File: config.mk
export PLATFORM = sky130hd
export DESIGN_NAME = wrench_to_thruster_mixer
export DESIGN_NICKNAME = d
export VERILOG_FILES = /design/src/sv/wtm_pkg.sv /design/src/sv/wtm_front.sv /design/src/sv/wtm_queue.sv /design/src/sv/wtm_back.sv /design/src/sv/wrench_to_thruster_mixer.sv
export SDC_FILE = /design/constraint.sdc
export NUM_CORES = 2
export LEC_CHECK = 0
export ABC_AREA = 1
export ABC_CLOCK_PERIOD_IN_PS = 8500
export BUFFER_PORTS_ARGS = -buffer_cell sky130_fd_sc_hd__buf_2
export CAP_MARGIN = 10
export CORE_MARGIN = 10
export CORE_UTILIZATION = 50
export CTS_BUF_LIST = sky130_fd_sc_hd__clkbuf_4 sky130_fd_sc_hd__clkbuf_8
export CTS_CLUSTER_DIAMETER = 200
export DETAILED_ROUTE_END_ITERATION = 10
export HOLD_SLACK_MARGIN = 0.02
export PLACE_DENSITY_LB_ADDON = 0.15
export SLEW_MARGIN = 20
export SYNTH_ARGS = -nofsm -noshare
export SYNTH_HDL_FRONTEND = slang
export SYNTH_SLANG_ARGS = --single-unit
File: constraint.sdc
create_clock -name clock -period 8.5 [get_ports clock]
set_clock_uncertainty 0.1 [all_clocks]
set_input_delay 0 -clock clock [delete_from_list [all_inputs] [get_ports clock]]
set_output_delay 0 -clock clock [all_outputs]
set_load 0.005 [all_outputs]
File: src/sv/wtm_pkg.sv
`timescale 1ns / 1ps

package wtm_pkg;

   // Number of thruster commands produced from one wrench
   localparam int MOTOR_COUNT = 8;

   // Motor slots, in the order they are sent
   localparam logic [2:0] SLOT_XLEFT  = 3'd0;
   localparam logic [2:0] SLOT_XRIGHT = 3'd1;
   localparam logic [2:0] SLOT_YFRONT = 3'd2;
   localparam logic [2:0] SLOT_YBACK  = 3'd3;
   localparam logic [2:0] SLOT_ZFL    = 3'd4;
   localparam logic [2:0] SLOT_ZFR    = 3'd5;
   localparam logic [2:0] SLOT_ZBL    = 3'd6;
   localparam logic [2:0] SLOT_ZBR    = 3'd7;

   // Control register indexes
   localparam logic [2:0] CSR_MODE    = 3'd0;
   localparam logic [2:0] CSR_GAIN    = 3'd1;
   localparam logic [2:0] CSR_INV_ARM = 3'd2;
   localparam logic [2:0] CSR_SPD_MAX = 3'd3;
   localparam logic [2:0] CSR_SPD_MIN = 3'd4;
   localparam logic [2:0] CSR_FWD     = 3'd5;
   localparam logic [2:0] CSR_REV     = 3'd6;

   typedef struct packed {
      logic        twelve_motor_mode;
      logic [15:0] cmd_gain;
      logic [15:0] inverse_arm_length;
      logic [6:0]  speed_max;
      logic [6:0]  speed_min;
      logic [7:0]  forward_code;
      logic [7:0]  reverse_code;
   } cfg_type;

   // Input word layout, force_x in the lowest bits
   typedef struct packed {
      logic signed [15:0] torque_z;
      logic signed [15:0] torque_y;
      logic signed [15:0] torque_x;
      logic signed [15:0] force_z;
      logic signed [15:0] force_y;
      logic signed [15:0] force_x;
   } wrench_type;

   // All eight finished commands of one wrench
   typedef struct packed {
      logic [MOTOR_COUNT-1:0][7:0] drive;
      logic [MOTOR_COUNT-1:0]      neg;
      logic [MOTOR_COUNT-1:0]      nz;
   } rec_type;

endpackage

File: src/sv/wtm_front.sv
`timescale 1ns / 1ps

module wtm_front import wtm_pkg::*; (
   input  logic       clock,
   input  logic       reset,
   input  cfg_type    cfg,
   input  logic       req_tvalid,
   output logic       req_tready,
   input  wrench_type req_wrench,
   output logic       push,
   output rec_type    push_rec,
   input  logic       full
);

   // Issue stage: one motor slot per cycle from the held wrench, unless stalled
   wrench_type         wr_ff, wr_in;
   logic               iss_valid_ff, iss_valid_in;
   logic [2:0]         iss_slot_ff, iss_slot_in;

   // Stage 1: torque product and force term
   logic signed [34:0] s1_tprod_ff;
   logic [33:0]        s1_fterm_ff;
   logic               s1_tc2_ff;
   logic [2:0]         s1_slot_ff;
   logic               s1_valid_ff;

   // Stage 2: magnitude and sign of the mixed sum
   logic [33:0]        s2_abs_ff;
   logic               s2_neg_ff, s2_nz_ff;
   logic [2:0]         s2_slot_ff;
   logic               s2_valid_ff;

   // Stage 3: gain partial products
   logic [32:0]        s3_pp_hi_ff, s3_pp_lo_ff;
   logic               s3_neg_ff, s3_nz_ff;
   logic [2:0]         s3_slot_ff;
   logic               s3_valid_ff;

   rec_type            asm_ff, asm_in;

   logic               adv, take, m12;
   logic signed [17:0] tx, ty, tz, t_sel;
   logic signed [15:0] f_sel;
   logic signed [34:0] tprod;
   logic [33:0]        fterm;
   logic [35:0]        s_sum, s_abs;
   logic [32:0]        pp_hi, pp_lo;
   logic [49:0]        prod;
   logic [15:0]        mag16;
   logic [6:0]         mag_sat;
   logic [7:0]         drive_pre, drive;

   // Stall everything only when the finished record cannot enter the queue
   assign adv        = !(s3_valid_ff && (s3_slot_ff == SLOT_ZBR) && full);
   assign req_tready = adv && (!iss_valid_ff || (iss_slot_ff == SLOT_ZBR));
   assign take       = req_tvalid && req_tready;
   assign m12        = cfg.twelve_motor_mode;

   // Issue control
   always_comb begin
      wr_in        = wr_ff;
      iss_valid_in = iss_valid_ff;
      iss_slot_in  = iss_slot_ff;
      if (take) begin
         wr_in        = req_wrench;
         iss_valid_in = 1'b1;
         iss_slot_in  = SLOT_XLEFT;
      end else if (adv && iss_valid_ff) begin
         if (iss_slot_ff == SLOT_ZBR) begin
            iss_valid_in = 1'b0;
         end else begin
            iss_slot_in = iss_slot_ff + 3'd1;
         end
      end
   end

   // Select the force and torque combination for this slot
   always_comb begin
      tx = {{2{wr_ff.torque_x[15]}}, wr_ff.torque_x};
      ty = {{2{wr_ff.torque_y[15]}}, wr_ff.torque_y};
      tz = {{2{wr_ff.torque_z[15]}}, wr_ff.torque_z};
      f_sel = iss_slot_ff[2] ? wr_ff.force_z :
              (iss_slot_ff[1] ? wr_ff.force_y : wr_ff.force_x);
      case (iss_slot_ff)
         SLOT_XLEFT:  t_sel = m12 ? (-tz - ty) : -tz;
         SLOT_XRIGHT: t_sel = m12 ? (tz - ty)  : tz;
         SLOT_YFRONT: t_sel = m12 ? (tx - tz)  : -tz;
         SLOT_YBACK:  t_sel = m12 ? (tz + tx)  : tz;
         SLOT_ZFL:    t_sel = tx - ty;
         SLOT_ZFR:    t_sel = -tx - ty;
         SLOT_ZBL:    t_sel = tx + ty;
         SLOT_ZBR:    t_sel = ty - tx;
         default:     t_sel = '0;
      endcase
      // eight-motor mode doubles the force term of the x and y pairs
      if (!m12 && !iss_slot_ff[2]) begin
         fterm = {f_sel[15], f_sel, 17'd0};
      end else begin
         fterm = {{2{f_sel[15]}}, f_sel, 16'd0};
      end
      tprod = t_sel * $signed({1'b0, cfg.inverse_arm_length});
   end

   // Stage 2 sum and magnitude
   always_comb begin
      s_sum = {{2{s1_fterm_ff[33]}}, s1_fterm_ff}
            + (s1_tc2_ff ? {s1_tprod_ff, 1'b0} : {s1_tprod_ff[34], s1_tprod_ff});
      s_abs = s_sum[35] ? (36'd0 - s_sum) : s_sum;
   end

   // Stage 3 gain partial products
   assign pp_hi = s2_abs_ff[33:17] * cfg.cmd_gain;
   assign pp_lo = s2_abs_ff[16:0]  * cfg.cmd_gain;

   // Finish: integer magnitude, saturate, double, dead band
   always_comb begin
      prod      = {s3_pp_hi_ff, 17'd0} + {17'd0, s3_pp_lo_ff};
      mag16     = prod[49:34];
      mag_sat   = (mag16 > {9'd0, cfg.speed_max}) ? cfg.speed_max : mag16[6:0];
      drive_pre = {mag_sat, 1'b0};
      drive     = (drive_pre < {1'b0, cfg.speed_min}) ? 8'd0 : drive_pre;
   end

   // Assemble the record; the last slot is overlaid on the way to the queue
   always_comb begin
      asm_in = asm_ff;
      if (s3_valid_ff) begin
         asm_in.drive[s3_slot_ff] = drive;
         asm_in.neg[s3_slot_ff]   = s3_neg_ff;
         asm_in.nz[s3_slot_ff]    = s3_nz_ff;
      end
      push_rec = asm_in;
      push     = s3_valid_ff && (s3_slot_ff == SLOT_ZBR) && !full;
   end

   // Control registers
   always_ff @(posedge clock) begin
      if (reset) begin
         iss_valid_ff <= 1'b0;
         iss_slot_ff  <= SLOT_XLEFT;
         s1_valid_ff  <= 1'b0;
         s2_valid_ff  <= 1'b0;
         s3_valid_ff  <= 1'b0;
      end else begin
         iss_valid_ff <= iss_valid_in;
         iss_slot_ff  <= iss_slot_in;
         if (adv) begin
            s1_valid_ff <= iss_valid_ff;
            s2_valid_ff <= s1_valid_ff;
            s3_valid_ff <= s2_valid_ff;
         end
      end
   end

   // Payload registers
   always_ff @(posedge clock) begin
      wr_ff <= wr_in;
      if (adv) begin
         s1_tprod_ff <= tprod;
         s1_fterm_ff <= fterm;
         s1_tc2_ff   <= !m12;
         s1_slot_ff  <= iss_slot_ff;
         s2_abs_ff   <= s_abs[33:0];
         s2_neg_ff   <= s_sum[35];
         s2_nz_ff    <= (s_sum != 36'd0);
         s2_slot_ff  <= s1_slot_ff;
         s3_pp_hi_ff <= pp_hi;
         s3_pp_lo_ff <= pp_lo;
         s3_neg_ff   <= s2_neg_ff && (cfg.cmd_gain != 16'd0);
         s3_nz_ff    <= s2_nz_ff && (cfg.cmd_gain != 16'd0);
         s3_slot_ff  <= s2_slot_ff;
         asm_ff      <= asm_in;
      end
   end

   // A new wrench is only taken at the start or on the final slot of the last one
   assert property (@(posedge clock) disable iff (reset)
      take |=> (iss_valid_ff && iss_slot_ff == SLOT_XLEFT))
      else $error("wtm_front: wrench not started at first slot");

endmodule

File: src/sv/wtm_queue.sv
`timescale 1ns / 1ps

module wtm_queue import wtm_pkg::*; #(
   parameter int DEPTH = 2
) (
   input  logic    clock,
   input  logic    reset,
   input  logic    push,
   input  rec_type push_rec,
   output logic    full,
   input  logic    pop,
   output rec_type head_rec,
   output logic    head_valid
);

   localparam int PW = $clog2(DEPTH);
   localparam int CW = $clog2(DEPTH + 1);

   rec_type         mem_ff [DEPTH];
   logic [PW-1:0]   wr_ptr_ff, wr_ptr_in;
   logic [PW-1:0]   rd_ptr_ff, rd_ptr_in;
   logic [CW-1:0]   count_ff, count_in;

   assign full       = (count_ff == CW'(DEPTH));
   assign head_valid = (count_ff != '0);
   assign head_rec   = mem_ff[rd_ptr_ff];

   // Advance pointers and occupancy
   always_comb begin
      wr_ptr_in = wr_ptr_ff;
      rd_ptr_in = rd_ptr_ff;
      count_in  = count_ff;
      if (push) begin
         wr_ptr_in = (wr_ptr_ff == PW'(DEPTH - 1)) ? '0 : wr_ptr_ff + PW'(1);
      end
      if (pop) begin
         rd_ptr_in = (rd_ptr_ff == PW'(DEPTH - 1)) ? '0 : rd_ptr_ff + PW'(1);
      end
      if (push && !pop) begin
         count_in = count_ff + CW'(1);
      end else if (pop && !push) begin
         count_in = count_ff - CW'(1);
      end
   end

   always_ff @(posedge clock) begin
      if (reset) begin
         wr_ptr_ff <= '0;
         rd_ptr_ff <= '0;
         count_ff  <= '0;
      end else begin
         wr_ptr_ff <= wr_ptr_in;
         rd_ptr_ff <= rd_ptr_in;
         count_ff  <= count_in;
      end
   end

   always_ff @(posedge clock) begin
      if (push) begin
         mem_ff[wr_ptr_ff] <= push_rec;
      end
   end

   assert property (@(posedge clock) disable iff (reset) full |-> !push)
      else $error("wtm_queue: push while full");
   assert property (@(posedge clock) disable iff (reset) !head_valid |-> !pop)
      else $error("wtm_queue: pop while empty");

endmodule

File: src/sv/wtm_back.sv
`timescale 1ns / 1ps

module wtm_back import wtm_pkg::*; (
   input  logic        clock,
   input  logic        reset,
   input  cfg_type     cfg,
   input  logic        head_valid,
   input  rec_type     head_rec,
   output logic        pop,
   output logic        rsp_tvalid,
   input  logic        rsp_tready,
   output logic [2:0]  rsp_slot,
   output logic [7:0]  rsp_drive,
   output logic [7:0]  rsp_direction,
   output logic        rsp_tlast
);

   logic [2:0] idx_ff, idx_in;
   logic       rsp_valid_ff, rsp_valid_in;
   logic [2:0] rsp_slot_ff;
   logic [7:0] rsp_drive_ff, rsp_dir_ff;
   logic       rsp_last_ff;

   logic       gx, gy, gz, en, out_free, step, load, last_in;

   // Group enables: a group is sent if any member command is nonzero
   assign gx = |head_rec.nz[1:0];
   assign gy = |head_rec.nz[3:2];
   assign gz = |head_rec.nz[7:4];
   assign en = idx_ff[2] ? gz : (idx_ff[1] ? gy : gx);

   assign out_free = !rsp_valid_ff || rsp_tready;
   assign step     = head_valid && (!en || out_free);
   assign load     = step && en;
   assign pop      = step && (idx_ff == SLOT_ZBR);

   // Mark the final slot of the last enabled group
   always_comb begin
      case (idx_ff)
         SLOT_XRIGHT: last_in = !gy && !gz;
         SLOT_YBACK:  last_in = !gz;
         SLOT_ZBR:    last_in = 1'b1;
         default:     last_in = 1'b0;
      endcase
   end

   // Walk the slots and hold the output word until taken
   always_comb begin
      idx_in       = step ? idx_ff + 3'd1 : idx_ff;
      rsp_valid_in = rsp_valid_ff;
      if (load) begin
         rsp_valid_in = 1'b1;
      end else if (rsp_tready) begin
         rsp_valid_in = 1'b0;
      end
   end

   always_ff @(posedge clock) begin
      if (reset) begin
         idx_ff       <= SLOT_XLEFT;
         rsp_valid_ff <= 1'b0;
      end else begin
         idx_ff       <= idx_in;
         rsp_valid_ff <= rsp_valid_in;
      end
   end

   always_ff @(posedge clock) begin
      if (load) begin
         rsp_slot_ff  <= idx_ff;
         rsp_drive_ff <= head_rec.drive[idx_ff];
         rsp_dir_ff   <= head_rec.neg[idx_ff] ? cfg.reverse_code : cfg.forward_code;
         rsp_last_ff  <= last_in;
      end
   end

   assign rsp_tvalid    = rsp_valid_ff;
   assign rsp_slot      = rsp_slot_ff;
   assign rsp_drive     = rsp_drive_ff;
   assign rsp_direction = rsp_dir_ff;
   assign rsp_tlast     = rsp_last_ff;

   assert property (@(posedge clock) disable iff (reset)
      (load && last_in) |-> (idx_ff == SLOT_XRIGHT || idx_ff == SLOT_YBACK
                             || idx_ff == SLOT_ZBR))
      else $error("wtm_back: last marked inside a group");
   assert property (@(posedge clock) disable iff (reset)
      (load && !out_free) |-> 1'b0)
      else $error("wtm_back: output word overwritten");

endmodule

File: src/sv/wrench_to_thruster_mixer.sv
`timescale 1ns / 1ps

// Wrench to thruster mixer. A wrench word (force_x..torque_z, signed Q8.8)
// is mixed into eight thruster commands, sent as up to eight result words
// in slot order 0..7, one word per cycle while the receiver is ready, with
// tlast on the final one; a pair or quad whose commands are all zero is
// skipped, and a wrench with nothing to send gives no word. The front end
// computes one motor slot a cycle, unless the queue is full, through a
// four-stage multiply pipeline, and takes a new wrench only when idle or
// on the final slot of the one before; the back end walks the eight slots
// of a finished wrench, stepping through the slots of skipped groups too.
// A queue of QUEUE_DEPTH finished wrenches (at least 2) sits between the
// two halves. The user must write control registers only while the block
// is idle; the block itself does not enforce this.
module wrench_to_thruster_mixer import wtm_pkg::*; #(
   parameter int QUEUE_DEPTH = 2
) (
   input  logic        clock,
   input  logic        reset,
   // force_x, force_y, force_z, torque_x, torque_y, torque_z (16 bits each)
   input  logic        req_tvalid,
   output logic        req_tready,
   input  logic [95:0] req_tdata,
   // motor_slot[2:0], drive[10:3], direction[18:11], zero[23:19]
   output logic        rsp_tvalid,
   input  logic        rsp_tready,
   output logic [23:0] rsp_tdata,
   output logic        rsp_tlast,
   input  logic        csr_we,
   input  logic [2:0]  csr_index,
   input  logic [15:0] csr_wdata
);

   cfg_type    cfg_ff, cfg_in;
   logic       push, full, pop, head_valid;
   rec_type    push_rec, head_rec;
   logic [2:0] rsp_slot;
   logic [7:0] rsp_drive, rsp_direction;

   // Register writes
   always_comb begin
      cfg_in = cfg_ff;
      if (csr_we) begin
         case (csr_index)
            CSR_MODE:    cfg_in.twelve_motor_mode  = csr_wdata[0];
            CSR_GAIN:    cfg_in.cmd_gain           = csr_wdata;
            CSR_INV_ARM: cfg_in.inverse_arm_length = csr_wdata;
            CSR_SPD_MAX: cfg_in.speed_max          = csr_wdata[6:0];
            CSR_SPD_MIN: cfg_in.speed_min          = csr_wdata[6:0];
            CSR_FWD:     cfg_in.forward_code       = csr_wdata[7:0];
            CSR_REV:     cfg_in.reverse_code       = csr_wdata[7:0];
            default:     cfg_in = cfg_ff;
         endcase
      end
   end

   always_ff @(posedge clock) begin
      if (reset) begin
         cfg_ff.twelve_motor_mode  <= 1'b0;
         cfg_ff.cmd_gain           <= 16'd256;
         cfg_ff.inverse_arm_length <= 16'd65535;
         cfg_ff.speed_max          <= 7'd127;
         cfg_ff.speed_min          <= 7'd0;
         cfg_ff.forward_code       <= 8'd0;
         cfg_ff.reverse_code       <= 8'd1;
      end else begin
         cfg_ff <= cfg_in;
      end
   end

   wtm_front u_front (
      .clock      (clock),
      .reset      (reset),
      .cfg        (cfg_ff),
      .req_tvalid (req_tvalid),
      .req_tready (req_tready),
      .req_wrench (wrench_type'(req_tdata)),
      .push       (push),
      .push_rec   (push_rec),
      .full       (full)
   );

   wtm_queue #(.DEPTH(QUEUE_DEPTH)) u_queue (
      .clock      (clock),
      .reset      (reset),
      .push       (push),
      .push_rec   (push_rec),
      .full       (full),
      .pop        (pop),
      .head_rec   (head_rec),
      .head_valid (head_valid)
   );

   wtm_back u_back (
      .clock         (clock),
      .reset         (reset),
      .cfg           (cfg_ff),
      .head_valid    (head_valid),
      .head_rec      (head_rec),
      .pop           (pop),
      .rsp_tvalid    (rsp_tvalid),
      .rsp_tready    (rsp_tready),
      .rsp_slot      (rsp_slot),
      .rsp_drive     (rsp_drive),
      .rsp_direction (rsp_direction),
      .rsp_tlast     (rsp_tlast)
   );

   assign rsp_tdata = {5'd0, rsp_direction, rsp_drive, rsp_slot};

endmodule

# [After elaboration in Yosys (flattened, before gate mapping)]
# Memory sizes are Yosys's and may differ from the RTL's. A register that Yosys moved wholly into a read port is not among the register bits.
# Cells that the tools add are included.
[op_classes] multipliers=3 eq_ne=18 muxes=41 order_cmp=5 bitwise_logic=1 n_reduce_logical=52 add_sub_neg=19
[ops] op="18-bit case mux with 8 select lines" count=1
[ops] op="80-bit two-way mux" count=1
[ops] op="18-bit two-way mux" count=4
[ops] op="16-bit by 16-bit subtractor with 17-bit output" count=4
[ops] op="17-bit by 16-bit multiplier with 33-bit output" count=2
[ops] op="64-bit bitwise mux" count=1
[ops] op="50-bit by 33-bit adder with 50-bit output" count=1
[ops] op="36-bit adder" count=1
[ops] op="16-bit negator with 18-bit output" count=2
[ops] op="36-bit nonzero test" count=1
[ops] op="18-bit by 16-bit subtractor with 18-bit output" count=2
[ops] op="18-bit by 17-bit multiplier with 35-bit output" count=1
[ops] op="35-bit two-way mux" count=1
[ops] op="16-bit by 16-bit adder with 17-bit output" count=2
[ops] op="34-bit two-way mux" count=1
[ops] op="1-bit by 34-bit subtractor with 34-bit output, first input constant" count=1
[ops] op="16-bit two-way mux" count=2
[ops] op="32-bit two-way mux" count=1
[ops] op="8-bit two-way mux" count=4
[ops] op="3-bit == test, second input constant" count=9
[ops] op="8-bit binary-select mux with 3-bit select" count=1
[ops] op="8-bit demux with 3-bit select" count=1
[ops] op="2-bit AND reduction" count=9
[ops] op="8-bit bitwise mux" count=2
[ops] op="other kinds (26)" count=84
[totals] in_bits=120 register_bits=456 ram_bits=160 out_inout_bits=27 word_cells=191 n_memories=1
[mem_list] name="u_queue.mem_ff" words=2 width=80 read_ports=1 rd_clocked_by_memory_dff=1 write_ports=1 line="wtm_queue.sv:19" source="rec_type mem_ff [DEPTH];"

# [Longest topological paths before layout]
[depth] ltp_word=10 depth_mapped=47

# [Cells and area by module]
# A second synthesis with hierarchy kept.
[unflattened] cells_unflattened=7386 hier_area_um2=63118.0
[modules_own_cells] mod="wtm_front" instances=1 area_per_inst_um2=52532.9 cells_each=6533 seq_area_each_um2=9899.5
[modules_own_cells] mod="wtm_queue" instances=1 area_per_inst_um2=6403.6 cells_each=282 seq_area_each_um2=4904.7
[modules_own_cells] mod="wrench_to_thruster_mixer" instances=1 area_per_inst_um2=2517.4 cells_each=350 seq_area_each_um2=1261.2
[modules_own_cells] mod="wtm_back" instances=1 area_per_inst_um2=1664.1 cells_each=221 seq_area_each_um2=680.7

# [Worst setup path after synthesis]
# OpenSTA, ideal clock, no wires.
[synth_path] kind="reg-to-reg" startpoint="register u_front.s3_slot_ff[2]" endpoint="register u_front.wr_ff (netlist bit u_front.tx[0]) (enable)" arrival_ps=8625 required_ps=7951 slack_ps=-674 path_stages_with_launch=8 path_cell_list="edfxtp_1 > nand2_1 > nor2_1 > nand2_1 > inv_1 > a21oi_1 > nand2_1 > inv_1"
[synth_between] elab_chain_len=6
[synth_rtl] item="start, declared" line="wtm_front.sv:36" source="logic [2:0] s3_slot_ff;"
[synth_rtl] item="start signal, assigned" line="wtm_front.sv:171" source="s3_slot_ff <= s2_slot_ff;"
[synth_rtl] item="3-bit == test" line="wtm_front.sv:54" source="assign adv = !(s3_valid_ff && (s3_slot_ff == SLOT_ZBR) && full);"
[synth_rtl] item="1-bit logical AND (2 in series)" line="wtm_front.sv:54"
[synth_rtl] item="1-bit logical NOT" line="wtm_front.sv:54"
[synth_rtl] item="1-bit logical AND" line="wtm_front.sv:55" source="assign req_tready = adv && (!iss_valid_ff || (iss_slot_ff == SLOT_ZBR));"
[synth_rtl] item="via req_tready" line="wrench_to_thruster_mixer.sv:22" source="output logic req_tready,"
[synth_rtl] item="1-bit logical AND" line="wtm_front.sv:56" source="assign take = req_tvalid && req_tready;"
[synth_rtl] item="end signal, assigned" line="wtm_front.sv:157" source="wr_ff <= wr_in;"
[synth_rtl] item="end, declared" line="wtm_front.sv:16" source="wrench_type wr_ff, wr_in;"
# The timed path passes the listed nets, and every way through them passes these cells.
# A chain may end at the register's enable or synchronous reset.

# [Final worst setup path]
[layout_path] startpoint="register u_front.wr_ff (netlist bit u_front.tz[1])" endpoint="register u_front.s1_tprod_ff[34] (data pin)"
[layout_between] elab_chain_len=5 word_cells_on_any_way=11 cone_classes="add/sub (5); mul (1); mux (5)"
[layout_rtl] item="16-bit negator with 18-bit output" line="wtm_front.sv:85, wtm_front.sv:87"
[layout_rtl] item="18-bit by 16-bit subtractor with 18-bit output" line="wtm_front.sv:85" source="SLOT_XLEFT: t_sel = m12 ? (-tz - ty) : -tz;"
[layout_rtl] item="18-bit two-way mux" line="wtm_front.sv:85"
[layout_rtl] item="18-bit case mux with 8 select lines (*)" line="wtm_front.sv:84" source="case (iss_slot_ff)"
[layout_rtl] item="18-bit by 17-bit multiplier with 35-bit output (*)" line="wtm_front.sv:101" source="tprod = t_sel * $signed({1'b0, cfg.inverse_arm_length});"
[layout_rtl] item="via u_front.tprod[34]" line="wtm_front.sv:44" source="logic signed [34:0] tprod;"
[layout_rtl] item="end signal, assigned" line="wtm_front.sv:159" source="s1_tprod_ff <= tprod;"
[layout_rtl] item="end, declared" line="wtm_front.sv:21" source="logic signed [34:0] s1_tprod_ff;"
# Mark *: on every way through the listed nets, which the timed path passes. The rest lies on a longest branch.

==> results.ini <==
[global_routing]
gr-total-overflow = 0
grt_use_total_pct = 27.7
grt_start_max_net_pins = 88
antenna_found_initial = 9
grt_pass1_vias = 54100
grt_pass1_wl_mm = 304

[placed_design]
dp_hpwl_mm = 149
io_buffers = 141
finalWeightedCongestion = 0.968

[drt]
ant_nets = 0
via_per_inst = 5.33
dr.pass1.iters = 6
drt_iter0_drc = 3906
wirelength_mm = 195
wl_per_cell_um = 19.7
vias = 52900
drc = 0

[flow_run]
maxCapViolations = 0

[setup_path]
cp_common_cell = fa_1
cp_slowest_cell = fa_1
cp-end-kind = flip-flop
critPathRequiredTime_ps = 9010
worst_path_largest_cell_delay_ps = 560
startpoint_type = flip-flop
arrival_ps = 8890
worstSetupPathType = flip-flop to flip-flop
path_max_fanout = 7

[synth]
syn_area_um2 = 62500
synth_compound_area_share_pct = 9.08
async_reset_ff_share_pct = 0
synth_cell_types = 73
synth_mux_area_share_pct = 0.833
post_synth.cell_area_avg_um2 = 8.38
synth_edf_count = 505
yosys_warnings = 0
netlist_instances = 7450
seq_area_frac_synth_pct = 26.8
synthSimpleGateAreaFrac_pct = 17.0
synth-seq-cells = 584
synth-adder-area-share_pct = 32.8
synth_xor_area_share_pct = 2.21
synth_top_flop_cell = edfxtp_1
synth_top_family_by_area = adder cells

[die]
die_h_um = 373
start_util_pct = 50.4
io_pins = 147
dieArea_um2 = 139000
coreArea_um2 = 124000
rows = 129
die_x_um = 373

[outcome]
status = finished clean

[finish]
syn_to_final_growth_pct = 18.7
fill_cells = 11000
final_common_cell = inv_1
fin_util_pct = 59.8
nNetsFinal = 9523
drive_gt1_share_pct = 13.4
final_cell_mix = 1,570 x inv_1, 1,500 x nand2_1, 700 x fa_1, 537 x nor2_1, 505 x edfxtp_1

[clocking]
h-tree-depth = 3
clk_path_buf_depth = 3
cts_tree = done
path_clk_slew_ps = 60
cts_root_buf = clkbuf_8
cts_sinks = 584
cts_buffers = 103
clkLatencyLatePin_ps = 860

[sta]
period_share_pct = 98.6
setup_viol = 0
tns_ps = 0
period_needed_ps = 8380
fmax_mhz = 119
tightest_slew_ps = 1090
rsz0062_at_grt = true
hold_viol = 0
timing.final.max_slew_violations = 0
relSlewSlack_pct = 27.6

[hold_path]
hold_path.class = input port to flip-flop

## logic make-up (layout without fill, tap and decap cells)
kind of cell | Yosys count | count (layout)
DFF | 584 | 584
other | 1 | 12
adders and majority gates | 1211 | 1211
muxes | 51 | 51
AOI/OAI and AO/OA | 1016 | 1016
and+or+nand+nor | 2569 | 2569
buffers and inverters | 1861 | 2684
xor gates and xnor gates | 157 | 157
## stage by stage
| stage | cells | setup WS, ps | area (µm²) | hold WS [ps] |
|---|---|---|---|---|
| finish | 9921 | 121 | 74100 | 134 |
| global route | 9920 | -332 | 74100 | 97.4 |
| CTS | 9884 | -0.957 | 72900 | 35.6 |
| detailed placement | 9424 | -366 | 67800 | 78.1 |
| global placement | 9423 | -428 | 67700 | 76.0 |
| floorplan | 7454 | 42.1 | 62500 | -1.13 |
## cell usage after synthesis (all sizes together) (4+ instances only)
master	number	area [µm²]
a211oi	6	45.0
a21boi	22	165
a21o	24	180
a21oi	426	2160
a221oi	6	52.6
a31oi	19	119
and2	4	26.3
buf	34	178
clkbuf	231	871
clkinv	8	30.0
dfxtp	79	1580
edfxtp	505	15200
fa	712	14300
ha	499	6240
inv	1588	5960
mux2	8	90.1
mux2i	43	430
nand2	1559	5960
nand3	275	1430
nand3b	15	120
nand4	41	263
nor2	572	2190
nor3	61	352
nor4	9	56.3
o2111ai	6	52.6
o211ai	75	563
o21a	10	75.1
o21ai	375	1890
o21bai	15	113
o221ai	7	61.3
o22ai	7	43.8
o31ai	6	45.0
or2	28	175
xnor2	50	438
xor2	107	945
## flip-flops by register name (all words and copies together) (netlist names), 8 cells and up, named ones only
signal	count
u_back.rsp_direction	8
u_front.tz	16
u_front.s3_pp_lo_ff	16
u_front.wr_ff	48
u_front.ty	16
cfg_ff	63
u_front.s1_fterm_ff	17
u_front.asm_ff	80
u_back.rsp_drive	8
u_front.s2_abs_ff	34
u_front.tx	16
u_front.s1_tprod_ff	35
u_front.s3_pp_hi_ff	33
u_queue.mem_ff	160
## cell type report
class / count / area, µm² / area share (%)
clock inverters: 59 / 587 / 0.792
inverters: 1596 / 6000 / 8.09
repair buffers: 898 / 7180 / 9.69
clock buffers: 131 / 1670 / 2.25
multi-input cells: 5009 / 39900 / 53.8
flip-flops and latches: 584 / 16800 / 22.6
diodes: 7 / 17.5 / 0.0236
well taps: 1637 / 2050 / 2.76
## layer usage
| metal | global-route usage, % | wire [µm] | up-vias |
|---|---|---|---|
| li1 | - | - | 24800 |
| met1 | 33.0 | 75600 | 25700 |
| met2 | 49.0 | 97600 | 1825 |
| met3 | 4.24 | 12300 | 472 |
| met4 | 12.2 | 9390 | 6 |
| met5 | 0 | 46 | - |
## worst paths after layout
path,from,end,slack (ps),cells after the start
min reg2reg,u_front.s1_slot_ff[1]$_DFFE_PN_,u_front.s2_slot_ff[1]$_DFFE_PN_,320,0
max reg2reg,u_front.tz[1]$_DFFE_PP_,u_front.s1_tprod_ff[34]$_DFFE_PN_,120,47
max,u_front.tz[1]$_DFFE_PP_,u_front.s1_tprod_ff[34]$_DFFE_PN_,120,47
min,csr_wdata[13],cfg_ff[59]$_SDFFE_PP0P_,130,4
## critical path, delay by kind of cell (launching register included)
kind	cells	cell delay (ps)
AO/OA/AOI/OAI	6	790
adder cells (fa/ha/maj)	9	3550
buffers and inverters	11	1050
flip-flops	1	420
AND/OR/NAND/NOR	21	2260
## timing repair
action                                  in CTS  in global routing
buffers inserted                             4                 30
resized for setup                           62                215
pin swaps                                   29                130
hold buffers                               266                  0
endpoints found under the setup margin      12                 22
hold endpoints to repair                   195                  0
Power is left out: the tool's default activity adds up to more than one toggle a clock period on the data nets, which glitch-free logic cannot reach.
